[config.mk]
export PLATFORM = sky130hd
export DESIGN_NAME = video_fade_pixel_blend
export DESIGN_NICKNAME = d
export VERILOG_FILES = /design/src/hdl/vfpb_pkg.sv /design/src/hdl/vfpb_div_stage.sv /design/src/hdl/vfpb_blend.sv /design/src/hdl/video_fade_pixel_blend.sv
export SDC_FILE = /design/constraint.sdc
export NUM_CORES = 2
export LEC_CHECK = 0
export BUFFER_PORTS_ARGS = -buffer_cell sky130_fd_sc_hd__buf_2
export CELL_PAD_IN_SITES_DETAIL_PLACEMENT = 2
export CELL_PAD_IN_SITES_GLOBAL_PLACEMENT = 2
export CORE_UTILIZATION = 25
export CTS_CLUSTER_DIAMETER = 120
export CTS_CLUSTER_SIZE = 12
export DETAILED_ROUTE_END_ITERATION = 16
export GPL_ROUTABILITY_DRIVEN = 0
export GPL_TIMING_DRIVEN = 0
export PLACE_DENSITY = 0.49
export SLEW_MARGIN = 15
export SYNTH_ARGS = -nofsm -noshare
export SYNTH_HDL_FRONTEND = slang
export SYNTH_SLANG_ARGS = --single-unit
export TNS_END_PERCENT = 50
[constraint.sdc]
create_clock -name clk -period 17 [get_ports clk]
set_input_delay 1.7 -clock clk [delete_from_list [all_inputs] [get_ports clk]]
set_output_delay 1.7 -clock clk [all_outputs]
set_load 0.05 [all_outputs]
[src/hdl/vfpb_pkg.sv]
// ----------------------------------------------------------------------------
// vfpb_pkg
// Shared types and constants for the video fade / crossfade pixel blend.
// ----------------------------------------------------------------------------
package vfpb_pkg;

  // frame counter width
  localparam int FRAME_BITS = 20;

  // weight numerator 2550*n + 4*d stays below 2^(FRAME_BITS+12)
  localparam int NUM_W      = FRAME_BITS + 12;
  localparam int WEIGHT_W   = 8;
  localparam int DIV_STEPS  = WEIGHT_W;
  localparam int SAMPLE_W   = 8;
  localparam int CFG_IDX_W  = 4;

  // weight = floor((2550*n + 4*d) / (10*d))
  localparam logic [11:0] WEIGHT_SCALE = 12'd2550;
  localparam logic [3:0]  DIV_SCALE    = 4'd10;
  localparam int          BIAS_SHIFT   = 2;

  localparam logic [WEIGHT_W-1:0] MAX_GAIN     = 8'd255;
  localparam logic [SAMPLE_W:0]   CHROMA_ZERO  = 9'd128;
  localparam logic signed [17:0]  CHROMA_BIAS  = 18'sd32768;

  // configuration register indexes
  localparam logic [CFG_IDX_W-1:0] CFG_START_FRAME = 4'd0;
  localparam logic [CFG_IDX_W-1:0] CFG_END_FRAME   = 4'd1;
  localparam logic [CFG_IDX_W-1:0] CFG_FADE_IN     = 4'd2;
  localparam logic [CFG_IDX_W-1:0] CFG_TO_BLACK    = 4'd3;

  // per-sample payload that rides along the pipeline
  typedef struct packed {
    logic                pass;
    logic                is_chroma;
    logic [SAMPLE_W-1:0] src_smp;
    logic [SAMPLE_W-1:0] end_smp;
  } item_t;

endpackage

[src/hdl/vfpb_div_stage.sv]
// ----------------------------------------------------------------------------
// vfpb_div_stage
// One restoring division step: produces one weight bit per stage.
// ----------------------------------------------------------------------------
module vfpb_div_stage
  import vfpb_pkg::*;
(
  input  logic                clk,
  input  logic                rst_n,
  input  logic                adv,
  input  logic [NUM_W-1:0]    divisor,
  input  logic                in_valid,
  input  item_t               in_item,
  input  logic [NUM_W-1:0]    in_rem,
  input  logic [WEIGHT_W-1:0] in_quot,
  output logic                out_valid,
  output item_t               out_item,
  output logic [NUM_W-1:0]    out_rem,
  output logic [WEIGHT_W-1:0] out_quot
);

  logic                valid_r;
  item_t               item_r;
  logic [NUM_W-1:0]    rem_r;
  logic [WEIGHT_W-1:0] quot_r;
  logic                qbit;
  logic [NUM_W-1:0]    diff;
  logic [NUM_W-1:0]    rem_nxt;
  logic [WEIGHT_W-1:0] quot_nxt;

  // compare and subtract against the top-aligned divisor, then shift
  always_comb begin
    qbit     = (in_rem >= divisor);
    diff     = qbit ? (in_rem - divisor) : in_rem;
    rem_nxt  = {diff[NUM_W-2:0], 1'b0};
    quot_nxt = {in_quot[WEIGHT_W-2:0], qbit};
  end

  // stage valid
  always_ff @(posedge clk) begin
    if (!rst_n) begin
      valid_r <= 1'b0;
    end else if (adv) begin
      valid_r <= in_valid;
    end
  end

  // stage payload
  always_ff @(posedge clk) begin
    if (adv) begin
      item_r <= in_item;
      rem_r  <= rem_nxt;
      quot_r <= quot_nxt;
    end
  end

  assign out_valid = valid_r;
  assign out_item  = item_r;
  assign out_rem   = rem_r;
  assign out_quot  = quot_r;

endmodule

[src/hdl/vfpb_blend.sv]
// ----------------------------------------------------------------------------
// vfpb_blend
// Gain selection, sample products and final sum into the output register.
// ----------------------------------------------------------------------------
module vfpb_blend
  import vfpb_pkg::*;
(
  input  logic                clk,
  input  logic                rst_n,
  input  logic                adv,
  input  logic                fade_in,
  input  logic                to_black,
  input  logic                in_valid,
  input  item_t               in_item,
  input  logic [WEIGHT_W-1:0] in_weight,
  output logic                out_valid,
  output logic [SAMPLE_W-1:0] out_sample
);

  logic [WEIGHT_W-1:0]   gain_a;
  logic [WEIGHT_W-1:0]   gain_b;
  logic signed [8:0]     s_val;
  logic signed [8:0]     e_val;
  logic signed [17:0]    prod_a;
  logic signed [17:0]    prod_b;

  logic                  mul_valid_r;
  item_t                 mul_item_r;
  logic signed [17:0]    prod_a_r;
  logic signed [17:0]    prod_b_r;

  logic signed [17:0]    acc;
  logic [SAMPLE_W-1:0]   smp_nxt;
  logic                  out_valid_r;
  logic [SAMPLE_W-1:0]   out_sample_r;

  // gains and samples, chroma centered on 128
  always_comb begin
    gain_a = fade_in ? in_weight : (MAX_GAIN - in_weight);
    gain_b = MAX_GAIN - gain_a;
    if (in_item.is_chroma) begin
      s_val = $signed({1'b0, in_item.src_smp} - CHROMA_ZERO);
      e_val = $signed({1'b0, in_item.end_smp} - CHROMA_ZERO);
    end else begin
      s_val = $signed({1'b0, in_item.src_smp});
      e_val = $signed({1'b0, in_item.end_smp});
    end
    prod_a = s_val * $signed({1'b0, gain_a});
    prod_b = to_black ? 18'sd0 : (e_val * $signed({1'b0, gain_b}));
  end

  // product stage
  always_ff @(posedge clk) begin
    if (!rst_n) begin
      mul_valid_r <= 1'b0;
    end else if (adv) begin
      mul_valid_r <= in_valid;
    end
  end

  always_ff @(posedge clk) begin
    if (adv) begin
      mul_item_r <= in_item;
      prod_a_r   <= prod_a;
      prod_b_r   <= prod_b;
    end
  end

  // sum, bias and pass-through select
  always_comb begin
    acc = prod_a_r + prod_b_r + (mul_item_r.is_chroma ? CHROMA_BIAS : 18'sd0);
    smp_nxt = mul_item_r.pass ? mul_item_r.src_smp : acc[15:8];
  end

  // output register
  always_ff @(posedge clk) begin
    if (!rst_n) begin
      out_valid_r <= 1'b0;
    end else if (adv) begin
      out_valid_r <= mul_valid_r;
    end
  end

  always_ff @(posedge clk) begin
    if (adv) begin
      out_sample_r <= smp_nxt;
    end
  end

  assign out_valid  = out_valid_r;
  assign out_sample = out_sample_r;

endmodule

[src/hdl/video_fade_pixel_blend.sv]
// ----------------------------------------------------------------------------
// video_fade_pixel_blend
// Fade to black or crossfade of 8-bit YUV samples over a frame interval.
// ----------------------------------------------------------------------------
// pipeline: stage 0, stage 1, the divider stages, the product register and the output register
// throughput: one sample per cycle; the 8-stage restoring divider for the
//   weight takes one quotient bit per stage and is fully pipelined
// the whole pipeline holds while the output request waits on out_ready
// reset: synchronous active-low rst_n clears valid bits and config registers
module video_fade_pixel_blend
  import vfpb_pkg::*;
(
  input  logic                  clk,
  input  logic                  rst_n,
  // configuration write request
  input  logic                  cfg_valid,
  output logic                  cfg_ready,
  input  logic [CFG_IDX_W-1:0]  cfg_index,
  input  logic [FRAME_BITS-1:0] cfg_data,
  // input sample request
  input  logic                  in_valid,
  output logic                  in_ready,
  input  logic [FRAME_BITS-1:0] in_frame_number,
  input  logic                  in_is_chroma,
  input  logic [SAMPLE_W-1:0]   in_src_sample,
  input  logic [SAMPLE_W-1:0]   in_end_sample,
  // result request
  output logic                  out_valid,
  input  logic                  out_ready,
  output logic [SAMPLE_W-1:0]   out_sample
);

  logic [FRAME_BITS-1:0] start_frame_r;
  logic [FRAME_BITS-1:0] end_frame_r;
  logic                  fade_in_r;
  logic                  to_black_r;

  logic                  adv;
  logic [FRAME_BITS-1:0] span;
  logic [NUM_W-1:0]      divisor_r;

  logic                  in_pass;
  item_t                 in_item;

  logic                  s0_valid_r;
  item_t                 s0_item_r;
  logic [FRAME_BITS-1:0] s0_n_r;

  logic                  s1_valid_r;
  item_t                 s1_item_r;
  logic [NUM_W-1:0]      s1_rem_r;
  logic [NUM_W-1:0]      num_nxt;

  logic                  dv_valid [0:DIV_STEPS];
  item_t                 dv_item  [0:DIV_STEPS];
  logic [NUM_W-1:0]      dv_rem   [0:DIV_STEPS];
  logic [WEIGHT_W-1:0]   dv_quot  [0:DIV_STEPS];

  // pipeline moves whenever the output register is free or being taken
  assign adv       = !out_valid || out_ready;
  assign in_ready  = adv;
  assign cfg_ready = 1'b1;

  // configuration registers
  always_ff @(posedge clk) begin
    if (!rst_n) begin
      start_frame_r <= '0;
      end_frame_r   <= '0;
      fade_in_r     <= 1'b0;
      to_black_r    <= 1'b0;
    end else if (cfg_valid && cfg_ready) begin
      unique case (cfg_index)
        CFG_START_FRAME: start_frame_r <= cfg_data;
        CFG_END_FRAME:   end_frame_r   <= cfg_data;
        CFG_FADE_IN:     fade_in_r     <= cfg_data[0];
        CFG_TO_BLACK:    to_black_r    <= cfg_data[0];
        default: ;
      endcase
    end
  end

  // divisor 10*d aligned to the top quotient bit
  assign span = end_frame_r - start_frame_r;

  always_ff @(posedge clk) begin
    divisor_r <= (NUM_W'(span) * NUM_W'(DIV_SCALE)) << (WEIGHT_W - 1);
  end

  // interval check on the incoming sample
  always_comb begin
    in_pass = (in_frame_number > end_frame_r) || (in_frame_number < start_frame_r) ||
              (start_frame_r == end_frame_r);
    in_item.pass      = in_pass;
    in_item.is_chroma = in_is_chroma;
    in_item.src_smp   = in_src_sample;
    in_item.end_smp   = in_end_sample;
  end

  // stage 0: register sample and frame offset
  always_ff @(posedge clk) begin
    if (!rst_n) begin
      s0_valid_r <= 1'b0;
    end else if (adv) begin
      s0_valid_r <= in_valid;
    end
  end

  always_ff @(posedge clk) begin
    if (adv) begin
      s0_item_r <= in_item;
      s0_n_r    <= in_frame_number - start_frame_r;
    end
  end

  // stage 1: weight numerator 2550*n + 4*d
  assign num_nxt = (NUM_W'(s0_n_r) * NUM_W'(WEIGHT_SCALE)) +
                   (NUM_W'(span) << BIAS_SHIFT);

  always_ff @(posedge clk) begin
    if (!rst_n) begin
      s1_valid_r <= 1'b0;
    end else if (adv) begin
      s1_valid_r <= s0_valid_r;
    end
  end

  always_ff @(posedge clk) begin
    if (adv) begin
      s1_item_r <= s0_item_r;
      s1_rem_r  <= num_nxt;
    end
  end

  // divider chain, one weight bit per stage
  assign dv_valid[0] = s1_valid_r;
  assign dv_item[0]  = s1_item_r;
  assign dv_rem[0]   = s1_rem_r;
  assign dv_quot[0]  = '0;

  for (genvar k = 0; k < DIV_STEPS; k++) begin : g_div
    vfpb_div_stage u_div_stage (
      .clk       (clk),
      .rst_n     (rst_n),
      .adv       (adv),
      .divisor   (divisor_r),
      .in_valid  (dv_valid[k]),
      .in_item   (dv_item[k]),
      .in_rem    (dv_rem[k]),
      .in_quot   (dv_quot[k]),
      .out_valid (dv_valid[k+1]),
      .out_item  (dv_item[k+1]),
      .out_rem   (dv_rem[k+1]),
      .out_quot  (dv_quot[k+1])
    );
  end

  // gain, products and output register
  vfpb_blend u_blend (
    .clk        (clk),
    .rst_n      (rst_n),
    .adv        (adv),
    .fade_in    (fade_in_r),
    .to_black   (to_black_r),
    .in_valid   (dv_valid[DIV_STEPS]),
    .in_item    (dv_item[DIV_STEPS]),
    .in_weight  (dv_quot[DIV_STEPS]),
    .out_valid  (out_valid),
    .out_sample (out_sample)
  );

endmodule

Word level (Yosys, flattened, before mapping)
Cells that the tools add are included.

Bits of input ports: 66. Register bits: 612. Word-level logic and storage cells: 141. Output and inout port bits: 11.

$mul: 4. Add/sub/neg operators: 16. Reductions and logical operators: 9. Equality and inequality tests: 4. Order comparisons: 10. Multiplexer cells: 12.

Operators by type and width (count): $ge 32x31->1 (8); $mux 31 (7); $sub 31x31->31 (7); $sub 20x20->20 (2); $add 16x16->16 (2); $add 32x22->32 (1); $mul 9x9->16 (2); $mul 20x11->31 const B (1); $mul 20x3->23 const B (1); $eq 20x20->1 (1); $gt 20x20->1 (1); $lt 20x20->1 (1); $mux 9 (2); $sub 8x8->9 const B (2); $mux 16 (1); $mux 8 (2); $sub 8x8->8 const A (2); $eq 4x2->1 const B (2); $reduce_and 2->1 (4); $eq 4x1->1 const B (1); $logic_not 4->1 (1); $logic_or 1x1->1 (3); $logic_not 1->1 (1).

Logic depth before layout (Yosys ltp)
Word-level depth: 4. Mapped depth: 27.

Hierarchy
A second synthesis with hierarchy kept.

Cell total of the unflattened synthesis: 5424. Area total of the unflattened synthesis: 53189.8 sq um.

Modules (own cells, without submodules): vfpb_div_stage at g_div[0].u_div_stage ... (area an instance 3961.3 sq um, cells an instance 400, sequential area each 1731.7 sq um, instances 5); video_fade_pixel_blend (area an instance 13884.6 sq um, cells an instance 1427, sequential area each 3953.8 sq um, instances 1); vfpb_div_stage at g_div[5].u_div_stage ... (area an instance 3917.5 sq um, cells an instance 400, sequential area each 1731.7 sq um, instances 3); vfpb_blend (area an instance 7746.2 sq um, cells an instance 797, sequential area each 1541.5 sq um, instances 1).

Least setup slack after synthesis
OpenSTA, ideal clock, no wires.

Path kind: input port to output port. Start point: input out_ready. End point: output in_ready. Setup slack: -775 ps. Cell stages on the path: 3. Required time: 15300 ps. Arrival time: 16075 ps. Cells stage by stage: nor2b_1 inv_1 clkbuf_1.

Cells in the longest elaborated chain, start to end: 1.

Ends and longest elaborated chain: start: declaration (line video_fade_pixel_blend.sv:29) `input logic out_ready,`; $logic_or 1x1->1 (line video_fade_pixel_blend.sv:60) `assign adv = !out_valid || out_ready;`; end: declaration (line video_fade_pixel_blend.sv:22) `output logic in_ready,`.

Every way passes these cells.

Worst setup path after layout
Start point: register s0_n_r[3]. End point: register s1_rem_r[26], data pin.

Cells in the longest elaborated chain, start to end: 2.

Ends and longest elaborated chain: start: declaration (line video_fade_pixel_blend.sv:47) `logic [FRAME_BITS-1:0] s0_n_r;`; start signal: assignment (line video_fade_pixel_blend.sv:111) `s0_n_r <= in_frame_number - start_frame_r;`; $mul 20x11->31 (line video_fade_pixel_blend.sv:116) `assign num_nxt = (NUM_W'(s0_n_r) * NUM_W'(WEIGHT_SCALE)) +`; $add 32x22->32 (line video_fade_pixel_blend.sv:116); via num_nxt[26] (line video_fade_pixel_blend.sv:52) `logic [NUM_W-1:0] num_nxt;`; end signal: assignment (line video_fade_pixel_blend.sv:130) `s1_rem_r <= num_nxt;`; end: declaration (line video_fade_pixel_blend.sv:51) `logic [NUM_W-1:0] s1_rem_r;`.

The timed path passes the listed nets, and every way through them passes these cells. A chain may end at the register's enable or synchronous reset.

==> flow_summary.toml <==
[timing]
worst_pin_slew_ns = 1.06
slew_headroom_pct = 29.6
fin_ws_ns = 9.78
min_period_over_period_pct = 42.5
rsz0062_at_grt = "false"
fmax_ghz = 0.138
skew_ns = 0.0272
fin_crit_ns = 7.22
hold_viol = 0
setup_viol = 0
holdWs_ns = 0.412
drv_slew = 0
setup_tns_ns = 0

[finish]
design_area_um2 = 47400
diodes = 0
drive_gt1_share_pct = 7.32
fillers = 18500
nets = 4838
area_growth_syn_to_layout_pct = 11.8

[synth]
yosys-mux-area-fraction_pct = 2.83
syn-num-nets = 4699
synth_top_family_by_area = "adder cells"
syn-instance-count = 3930
synth.avg_cell_area_um2 = 10.8
synthArstFlopShare_pct = 0
yosysWarnings = 0
synth_edf_count = 506
synth_simple_gate_area_share_pct = 10.5
yosys.area_share.xor_xnor_pct = 5.59
synth_fa_ha_area_share_pct = 24.7
yosysSeqAreaShare_pct = 39.4
ys_ff_latch = 583
synthFlopType = "edfxtp_1"
ys_types = 89
synth_area_um2 = 42400
synth_compound_area_share_pct = 11.8

[route]
wirelength_mm = 119
via_count = 28500
wl_met2_mm = 61.4
via_per_inst = 4.53
postRouteAntennaNets = 0
m1WireLength_mm = 51.9
drc = 0
wl_met3_mm = 2.45
drt_iter0_markers = 809
routed.top_layer = "met4"
routedWlPerCell_um = 18.8
dr.pass1.iters = 4

[worst_setup_path]
crit_type = "reg -> reg"
cp-end-kind = "flop"
critPathLaunchType = "flop"
cp_max_fo = 6
crit_arrival_ns = 7.64
r2r_setup_slack_ns = 9.78
crit_required_ns = 17.42

[place]
io_buffers = 75
hpwlAfterDp_mm = 97.3
dp_slack_ns = 9.61
placed_area_um2 = 45800

[grt]
overflow = 0
grt_pass1_wl_mm = 187
grt.total_usage_pct = 14.1
grt_pass1_vias = 32500
antenna_found_initial = 2
grt_max_degree = 100

[floorplanning]
start_util_pct = 25.3
die_y_um = 414
dieArea_um2 = 171000
fp.dieW_um = 414
ios = 77
core-area_um2 = 168000
core.rowCount = 150

[clock_network]
cts_max_path_buffers = 3
numCtsBuffers = 56
hold_buffers = 0
cts_tree = "built"
postCtsSetupBuffers = 0
cts_max_level = 2
worstSkewPairLatency_ns = 0.69
path_clk_slew_ns = 0.07
clock_sinks = 583
cts_root_buf = "clkbuf_16"
post_cts_resized = 0

[worst_hold_path]
min_path_type = "reg -> reg"

[flow_run]
cap_violations = 0

[outcome]
outcome = "finished clean"
## cell type report
class | count | area, um^2 | share of cell area [%]
Sequential cell | 583 | 16700 | 35.3
Buffer | 49 | 246 | 0.520
Timing Repair Buffer | 81 | 541 | 1.14
Multi-Input combinational cell | 2778 | 23500 | 49.6
Tap cell | 2204 | 2760 | 5.82
Inverter | 520 | 1950 | 4.12
Clock inverter | 10 | 179 | 0.377
Clock buffer | 80 | 1490 | 3.15
## kinds of logic after synthesis
family          Yosys count
xor+xnor                271
flops                   583
mux                     108
simple gates            922
compound gates          773
fa+ha+maj               703
other cells               1
buf+inv                 569
## synth_stat cells, types with 13 or more instances
master | number | area share [%]
edfxtp_1 | 506 | 36
clkbuf_1 | 30 | 0.27
a21o_1 | 97 | 1.7
nand3_1 | 46 | 0.54
o31ai_1 | 22 | 0.39
and3_1 | 22 | 0.32
ha_1 | 480 | 14
o211ai_1 | 22 | 0.39
xor2_1 | 78 | 1.6
nand4_1 | 32 | 0.47
a21oi_1 | 209 | 2.5
o21bai_1 | 33 | 0.58
nor2_1 | 182 | 1.6
nand2b_1 | 41 | 0.60
a21boi_0 | 73 | 1.3
a31oi_1 | 25 | 0.37
a211oi_1 | 20 | 0.35
or3_1 | 17 | 0.25
nand2_1 | 325 | 2.9
nor3_1 | 68 | 0.80
nor2b_1 | 46 | 0.68
and2_1 | 83 | 1.2
mux2_2 | 93 | 2.5
mux2i_1 | 13 | 0.31
o21ai_0 | 144 | 1.7
fa_1 | 223 | 11
o21a_1 | 34 | 0.60
xnor2_1 | 193 | 4.0
inv_1 | 520 | 4.6
dfxtp_1 | 77 | 3.6
## path summary, 6_finish.rpt
path / startpoint / end / cells after the start
worst max-delay path: s0_n_r[3] / s1_rem_r[26] / 27
worst min-delay path: g_div[1].u_div_stage.out_item[5] / g_div[2].u_div_stage.out_item[5] / 0
worst max register to register: s0_n_r[3] / s1_rem_r[26] / 27
worst min register to register: g_div[1].u_div_stage.out_item[5] / g_div[2].u_div_stage.out_item[5] / 0
## per-stage QoR
stage	utilization, %	std cells
floorplan	-	3930
global placement	27.2	6209
detailed placement	27.3	6215
CTS	28.3	6305
global route	28.3	6305
finish	28.3	6305
## layer usage
metal  vias up  GRT usage [%]
met1     14200           17.0
met5         -              0
met2       188           26.5
met4         0           3.41
li1      14000              -
met3       107           1.49
## layout by cell type, fill, tap and decap left out, drive strengths merged, types with 32 or more instances in the layout
| master | synthesis | final |
|---|---|---|
| a21oi | 215 | 215 |
| nand2 | 325 | 325 |
| o21ai | 156 | 156 |
| nand4 | 32 | 32 |
| nor2b | 46 | 46 |
| ha | 480 | 480 |
| clkbuf | 31 | 111 |
| buf | 18 | 99 |
| nor2 | 182 | 182 |
| and2 | 84 | 84 |
| a21o | 97 | 97 |
| xnor2 | 193 | 193 |
| fa | 223 | 223 |
| dfxtp | 77 | 77 |
| o21bai | 33 | 33 |
| nand2b | 41 | 41 |
| mux2 | 95 | 95 |
| a21boi | 75 | 75 |
| edfxtp | 506 | 506 |
| nor3 | 68 | 68 |
| nand3 | 46 | 46 |
| inv | 520 | 521 |
| o21a | 34 | 34 |
| xor2 | 78 | 78 |
## registers in the layout, indices dropped and copies added (netlist names), 8 cells and up
register and cells:
s0_item_r 18, u_blend.mul_item_r 10, g_div.u_div_stage.out_valid 8, dv_item 18, g_div.u_div_stage.out_quot 36, s1_rem_r 31
g_div.u_div_stage.out_rem 189, u_blend.prod_a_r 16, u_blend.out_sample 8, g_div.u_div_stage.out_item 144, divisor_r 23, end_frame_r 20
start_frame_r 20, u_blend.prod_b_r 16, s0_n_r 20
## critical path, cell delays in order (launching register included)
cell and delay (ns):
edfxtp_1 0.61, ha_1 0.44, xor2_1 0.19, ha_1 0.17, a21oi_1 0.07, fa_1 0.50
inv_1 0.05, fa_1 0.47, inv_1 0.05, fa_1 0.52, inv_1 0.04, ha_1 0.37
o211ai_1 0.11, a21oi_1 0.30, nor2b_1 0.13, o21bai_1 0.17, a21oi_1 0.10, xnor2_1 0.13
ha_1 0.37, a21o_1 0.20, a31oi_1 0.21, a211oi_1 0.14, o31ai_1 0.56, o22ai_1 0.25
o21a_1 0.26, o21ai_1 0.30, nor2_1 0.09, xor2_1 0.15
Power is left out: the tool's default activity adds up to more than one toggle a clock period on the data nets, which glitch-free logic cannot reach.
